===== config.mk =====
export PLATFORM = sky130hd
export DESIGN_NAME = pdf_regs
export DESIGN_NICKNAME = d
export VERILOG_FILES = /design/src/rtl/pdf_pkg.sv /design/src/rtl/pdf_regs.sv
export SDC_FILE = /design/constraint.sdc
export NUM_CORES = 1
export LEC_CHECK = 0
export BUFFER_PORTS_ARGS = -buffer_cell sky130_fd_sc_hd__buf_2
export CAP_MARGIN = 5
export CORE_UTILIZATION = 47
export DETAILED_ROUTE_END_ITERATION = 7
export PLACE_DENSITY_LB_ADDON = 0.2
export SETUP_SLACK_MARGIN = 0.5
export SYNTH_ARGS = -nofsm -noshare
export SYNTH_HDL_FRONTEND = slang
export SYNTH_SLANG_ARGS = --single-unit

===== constraint.sdc =====
create_clock -name clk -period 2 [get_ports clk]
set_clock_uncertainty 0.1 [all_clocks]
set_input_delay 0.5 -clock clk [delete_from_list [all_inputs] [get_ports clk]]
set_output_delay 0.5 -clock clk [all_outputs]
set_load 0.1 [all_outputs]

===== src/rtl/pdf_pkg.sv =====
// Package for the particle drag force block: item and config types,
// fixed-point constants, stage schedule, and shared arithmetic helpers.
// No dependencies.
package pdf_pkg;

  localparam int DW = 32;
  localparam int FB = 20;
  localparam int MW = DW - 1;
  localparam int AW = 4;

  typedef logic [MW-1:0] mag_t;

  localparam mag_t MAXMAG = '1;
  localparam mag_t E83    = mag_t'((64'd8 << FB) / 3);
  localparam logic [61:0] PI4    = 62'h3243F6A8885A308D;
  localparam logic [31:0] PI_HI  = PI4[61:30];
  localparam logic [29:0] PI_LO  = PI4[29:0];
  localparam logic [31:0] RECIP3 = 32'hAAAAAAAB;

  localparam logic [1:0] REG_GRAV      = 2'd0;
  localparam logic [1:0] REG_SIGMA     = 2'd1;
  localparam logic [1:0] REG_TWO_PHASE = 2'd2;
  localparam logic [1:0] REG_DIM3      = 2'd3;

  // stage schedule of the cell chain
  localparam int ST_SLIP      = 0;
  localparam int ST_SQ        = 1;
  localparam int ST_SUM       = 2;
  localparam int ST_MSQ0      = 3;
  localparam int ST_MSQ_LAST  = 34;
  localparam int ST_X         = 3;
  localparam int ST_EDIV_INIT = 4;
  localparam int ST_EDIV0     = 5;
  localparam int ST_EDIV_LAST = 35;
  localparam int ST_NORM      = 35;
  localparam int ST_ESQ_INIT  = 36;
  localparam int ST_ESQ0      = 37;
  localparam int ST_ESQ_LAST  = 62;
  localparam int ST_RN        = 36;
  localparam int ST_P         = 37;
  localparam int ST_RDIV_INIT = 38;
  localparam int ST_RDIV0     = 39;
  localparam int ST_RDIV_LAST = 69;
  localparam int ST_CDD       = 63;
  localparam int ST_RE        = 70;
  localparam int ST_CDIV0     = 71;
  localparam int ST_CDIV_LAST = 101;
  localparam int ST_CDP       = 102;
  localparam int ST_CD        = 103;
  localparam int ST_CR        = 104;
  localparam int ST_CRS       = 105;
  localparam int ST_A         = 106;
  localparam int ST_FORCE     = 107;
  localparam int NSTAGES      = 108;
  localparam int STEP_W       = $clog2(NSTAGES);

  typedef logic [STEP_W-1:0] step_t;

  typedef struct packed {
    logic ovf;
    mag_t v;
  } fm_t;

  typedef struct packed {
    logic        big;
    logic [31:0] r;
    mag_t        q;
    mag_t        nlo;
  } div_t;

  typedef struct packed {
    logic [63:0] rem;
    logic [31:0] root;
  } sq_t;

  typedef struct packed {
    mag_t g;
    mag_t sigma;
    logic two_ph;
    logic dim3;
  } cfg_t;

  typedef struct packed {
    logic             vld;
    logic             sat;
    logic             dd_ovf;
    logic [2:0][31:0] pv;
    logic [2:0][31:0] fv;
    mag_t             rho;
    mag_t             mu;
    mag_t             d;
    mag_t             rp;
    logic [2:0][30:0] dm;
    logic [2:0]       dn;
    logic [2:0][61:0] sq;
    sq_t              msq;
    sq_t              esq;
    mag_t             dd;
    mag_t             ddg;
    mag_t             drho;
    mag_t             x;
    mag_t             norm;
    mag_t             rn;
    mag_t             p;
    mag_t             cdp;
    mag_t             cdd;
    mag_t             cd;
    mag_t             s;
    mag_t             cr;
    mag_t             crs;
    mag_t             a;
    logic [62:0]      pih;
    logic [60:0]      pil;
    div_t             ediv;
    div_t             rdiv;
    logic [2:0][31:0] f;
  } item_t;

  function automatic fm_t fmul(mag_t a, mag_t b);
    logic [2*MW-1:0] p;
    fm_t r;
    p = a * b;
    r.ovf = |p[2*MW-1:FB+MW];
    r.v = r.ovf ? MAXMAG : p[FB+MW-1:FB];
    return r;
  endfunction

  function automatic div_t div_init(logic [63:0] n, mag_t dv);
    div_t s;
    s.big = n >= {2'b0, dv, 31'b0};
    s.r = n[62:31];
    s.q = '0;
    s.nlo = n[30:0];
    return s;
  endfunction

  function automatic div_t div_step(div_t s, mag_t dv, logic [4:0] k);
    logic [31:0] t;
    div_t o;
    o = s;
    t = {s.r[30:0], s.nlo[k]};
    if (t >= {1'b0, dv}) begin
      t = t - {1'b0, dv};
      o.q[k] = 1'b1;
    end
    o.r = t;
    return o;
  endfunction

  function automatic fm_t div_result(div_t s);
    fm_t r;
    r.ovf = s.big;
    r.v = s.big ? MAXMAG : s.q;
    return r;
  endfunction

  function automatic sq_t sqrt_step(sq_t s, logic [4:0] b);
    logic [65:0] t;
    logic [65:0] x;
    sq_t o;
    o = s;
    t = ({34'b0, s.root} << ({1'b0, b} + 6'd1)) + (66'd1 << {b, 1'b0});
    x = {2'b0, s.rem};
    if (x >= t) begin
      o.rem = 64'(x - t);
      o.root[b] = 1'b1;
    end
    return o;
  endfunction

endpackage


===== src/rtl/pdf_regs.sv =====
// Configuration registers of the drag force block behind an APB-style port.
// Depends on pdf_pkg.
module pdf_regs (
  input  logic                  clk,
  input  logic                  rst,
  input  logic                  psel,
  input  logic                  penable,
  input  logic                  pwrite,
  input  logic [pdf_pkg::AW-1:0] paddr,
  input  logic [31:0]           pwdata,
  output logic [31:0]           prdata,
  output logic                  pready,
  output pdf_pkg::cfg_t         cfg
);
  import pdf_pkg::*;

  logic       wr;
  logic [1:0] idx;

  assign pready = 1'b1;
  assign idx = paddr[3:2];
  assign wr = psel & penable & pwrite & pready;

  always_ff @(posedge clk) begin
    if (rst) begin
      cfg.g <= '0;
      cfg.sigma <= '0;
      cfg.two_ph <= 1'b0;
      cfg.dim3 <= 1'b1;
    end else if (wr) begin
      case (idx)
        REG_GRAV:      cfg.g <= pwdata[MW-1:0];
        REG_SIGMA:     cfg.sigma <= pwdata[MW-1:0];
        REG_TWO_PHASE: cfg.two_ph <= pwdata[0];
        REG_DIM3:      cfg.dim3 <= pwdata[0];
        default: ;
      endcase
    end
  end

  always_comb begin
    case (idx)
      REG_GRAV:      prdata = {1'b0, cfg.g};
      REG_SIGMA:     prdata = {1'b0, cfg.sigma};
      REG_TWO_PHASE: prdata = {31'b0, cfg.two_ph};
      REG_DIM3:      prdata = {31'b0, cfg.dim3};
      default:       prdata = '0;
    endcase
  end

endmodule


==> run_results.csv, run 1 <==
group,metric,value,unit
die,io_pins,138,
yosys,synth-seq-cells,64,
clock_tree,root_buffer,"clkbuf_8",
clock_tree,ctsResizeCount,369,
yosys,post_synth_inst_count,320,
yosys,ys_seq_area_frac,0.406,
yosys,synth_cell_types,18,
die,die_h,83.9,microns
yosys,synth.avg_cell_area,9.86,sq um
yosys,synth_nets,361,
placed_design,port_buffers,132,
placed_design,routabilityCongestion,0.710,
die,fp.dieW,83.9,microns
clock_tree,hold_buffers,0,
outcome,haltStage,"4_1_cts",
placed_design,post-dp-hpwl,5760,microns
clock_tree,cts_sinks,64,
clock_tree,cts_buffers,9,
yosys,synth_top_area_cell,"dfxtp_1",
outcome,tool.error,"[ERROR DPL-0033] detailed placement checks failed during check placement.",
clock_tree,cts_setup_buffers,3,
yosys,synthTopCellsByArea,"dfxtp_1 41%, mux2i_1 30%, nand2b_1 19%",
clock_tree,cts_buffer_depth,2,
placed_design,placed_area,4710,sq um
yosys,ys_warn_count,0,
die,rows,29,
yosys,synth_top_area_frac,0.406,
outcome,status,"stopped before the end",
die,start_util,0.491,
clock_tree,htreeDepth,3,
yosys,syn-cell-area,3150,sq um
==> cell families after synthesis <==
| group | share of synthesized area |
|---|---|
| flip-flops | 0.406 |
| AO/OA/AOI/OAI | 0.00555 |
| AND/OR/NAND/NOR | 0.241 |
| other | 0.00238 |
| multiplexers | 0.302 |
| buffers and inverters | 0.0428 |
==> Yosys cell counts <==
master,number
dfxtp_1,64
clkbuf_1,13
and3_1,1
or3_4,1
mux4_2,1
buf_2,6
conb_1,2
nand3_1,1
mux2i_1,93
nor3_1,1
buf_6,1
nand2b_1,94
nor3b_2,1
a41oi_1,1
nor2_1,31
a311oi_1,1
buf_4,6
nand3b_1,2
==> per-stage QoR <==
step,setup slack (ns),std cells,hold WS (ns),util
global placement,-0.0766,514,0.361,0.733
floorplan,-0.0485,320,0.535,-
detailed placement,-0.100,514,0.366,0.733
==> run 2: changes to the inputs <==
Settings changed: CORE_UTILIZATION 47 to 35, PLACE_DENSITY_LB_ADDON 0.2 to 0.15, SETUP_SLACK_MARGIN 0.5 to unset.
==> run_results.csv, run 2 <==
group,metric,value,unit
outcome,status,"finished, final reports clean",
worst_setup_path,rrSetupSlack,1.18,ns
sta,tns,0,ns
final_layout,final_cell_area,5130,sq um
final_layout,antenna_cells,0,
final_layout,layout_commonest_cell,"buf_2",
global_route,grt_antenna_before_repair,0,
yosys,synth_nets,361,
worst_setup_path,critPathMaxStageDelay,0.54,ns
worst_setup_path,crit_chain,"buf_6 > mux4_2 > buf_12",
placed_design,placed_area,4720,sq um
clock_tree,cts_setup_buffers,0,
worst_setup_path,cp_data_required_time,1.40,ns
final_layout,regMostFlops,"cfg",
yosys,synth_top_area_cell,"dfxtp_1",
clock_tree,cts_buffer_depth,2,
global_route,grt_pass1_vias,2762,
routing,routed_via_density,4.74,
yosys,synthTopCellsByCount,"94 x nand2b_1, 93 x mux2i_1, 64 x dfxtp_1",
yosys,synth_cell_types,18,
min_path,holdPathEnd,"cfg[59]$_SDFFE_PP0P_",
sta,whs,0.338,ns
clock_tree,root_buffer,"clkbuf_8",
run,cap_violations,0,
worst_setup_path,r2r_start,"cfg[0]$_SDFFE_PP1P_",
global_route,grt_start_max_net_pins,37,
final_layout,drive_gt1_frac,0.633,
clock_tree,clk_pin_slew,0.07,ns
routing,wl_met3,433,microns
routing,drt-initial-drc-count,60,
final_layout,largest_register_ff_count,64,
final_layout,nets,494,
worst_setup_path,reg2reg_depth,2,
die,die_h,96.9,microns
yosys,ys_warn_count,0,
clock_tree,insertion_delay,0.33,ns
sta,period_share,0.981,
pwr,power_leakage,2.20,nW
routing,route.met2.wl,4150,microns
sta,max_freq,0.510,GHz
yosys,synth.avg_cell_area,9.86,sq um
yosys,ys_async_sr_fraction,0,
routing,ant_nets,0,
worst_setup_path,cpMaxStageDelayCell,"mux4_2",
worst_setup_path,path_class,"input port to output pin",
clock_tree,htreeDepth,3,
sta,setup_viol,0,
placed_design,pre_cts_ws,-0.0965,ns
global_route,grt_pass1_wl,13900,microns
sta,hold_viol_final,0,
min_path,hold_path.startpoint,"pwdata[26]",
routing,wl_met1,3660,microns
die,dieArea,9400,sq um
sta,worst_pin_slew,0.539,ns
routing,route.detailed.wl_per_inst,14.8,microns
worst_setup_path,cp-end-kind,"output pin",
final_layout,final_cell_mix,"99 x buf_2, 94 x nand2b_1, 64 x mux2i_1, 64 x dfxtp_2, 33 x buf_12",
sta,fin_crit,1.96,ns
final_layout,largestRegisters,"cfg (64)",
placed_design,routabilityCongestion,0.751,
die,fp.dieW,96.9,microns
sta,grt_setup_unrepaired,"false",
worst_setup_path,regToRegEndpoint,"cfg[0]$_SDFFE_PP1P_",
sta,max_slew_margin,0.641,
global_route,globalRouteOverflowTotal,0,
final_layout,post-route-util,0.588,
yosys,yosys.cell_count.top_type,"nand2b_1",
clock_tree,hold_buffers,0,
yosys,synthFlopType,"dfxtp_1",
final_layout,area_delta_synth_final,62.7,%
min_path,hold_class,"input port to flip-flop",
die,start_util,0.362,
yosys,synth_top_area_frac,0.406,
placed_design,post-dp-hpwl,6000,microns
routing,top_layer_used,"met4",
clock_tree,cts_tree,"done",
pwr,cellPowerDensity,586,nW/um^2
routing,vias,2683,
yosys,syn-cell-area,3150,sq um
pwr,max-vdd-ir-drop,0.377,mV
yosys,post_synth_inst_count,320,
yosys,synthTopCellsByArea,"dfxtp_1 41%, mux2i_1 30%, nand2b_1 19%",
routing,post-route-drc-count,0,
die,io_pins,138,
min_path,timing.hold.worst_path_depth,3,
clock_tree,cts_buffers,9,
yosys,ys_seq_area_frac,0.406,
routing,drt_wl_total,8370,microns
worst_setup_path,cp.arrival,1.36,ns
die,core_region_area,8720,sq um
global_route,grt_use_total,0.186,
placed_design,port_buffers,132,
worst_setup_path,start_kind,"input port",
yosys,synth-edff-count,0,
die,rows,34,
worst_setup_path,crit_fanout,6,
routing,dr.pass1.iters,4,
yosys,synth-seq-cells,64,
clock_tree,cts_sinks,64,
sta,setup_ws,0.0379,ns
sta,slew_violations,0,
[run 2: cell families after synthesis]
family,count (synthesis),synth area share
buf+inv,26,0.0428
other cells,2,0.00238
simple gates,132,0.241
mux,94,0.302
flops,64,0.406
compound gates,2,0.00555
[run 2: worst max-delay path by stage]
stage	from	to	slack, ns
3_3_place_gp	paddr[2]	prdata[0]	-0.07
3_5_place_dp	paddr[2]	prdata[1]	-0.1
6_report	paddr[2]	prdata[0]	0.04
2_1_floorplan	paddr[2]	prdata[12]	-0.05
4_1_cts	cfg[0]$_SDFFE_PP1P_	prdata[0]	0.03
5_1_grt	paddr[2]	prdata[9]	0.0003
[run 2: power by group]
group | internal [W] | switching (W) | total (W)
Sequential | 0.00129 | 0.0000158 | 0.00131
Combinational | 0.000172 | 0.000333 | 0.000505
Clock | 0.000698 | 0.000496 | 0.00119
Total | 0.00216 | 0.000845 | 0.00301
[run 2: final cells by class]
class                      count  area [sq um]
tap                          108           135
timing repair buffer         148          1310
sequential                    64          1360
fill                         741          3590
multi-input combinational    230          2110
clock buffer                  10           128
clock inverter                 6          83.8
[run 2: worst max-delay path, delay by kind of cell]
family	cells	cell delay, ns
mux	1	0.54
buf+inv	2	0.32
[run 2: per-stage QoR]
stage,total power [W],std cells
after global routing,0.00313,566
final,0.00301,566
after detailed placement,0.00181,549
after floorplan,0.00170,320
after CTS,0.00306,566
after global placement,0.00181,549
[run 2: what timing repair did]
item | 4_1_cts | 5_1_grt
resized for setup | 41 | 1
setup endpoints to repair | 30 | 1
gates cloned | 1 | 0
[run 2: per-layer routing]
layer,track usage,vias up
met5,0,-
li1,-,1323
met3,0.0419,8
met2,0.317,84
met4,0.0746,0
met1,0.226,1268
Power figures use the tool's default switching activity.
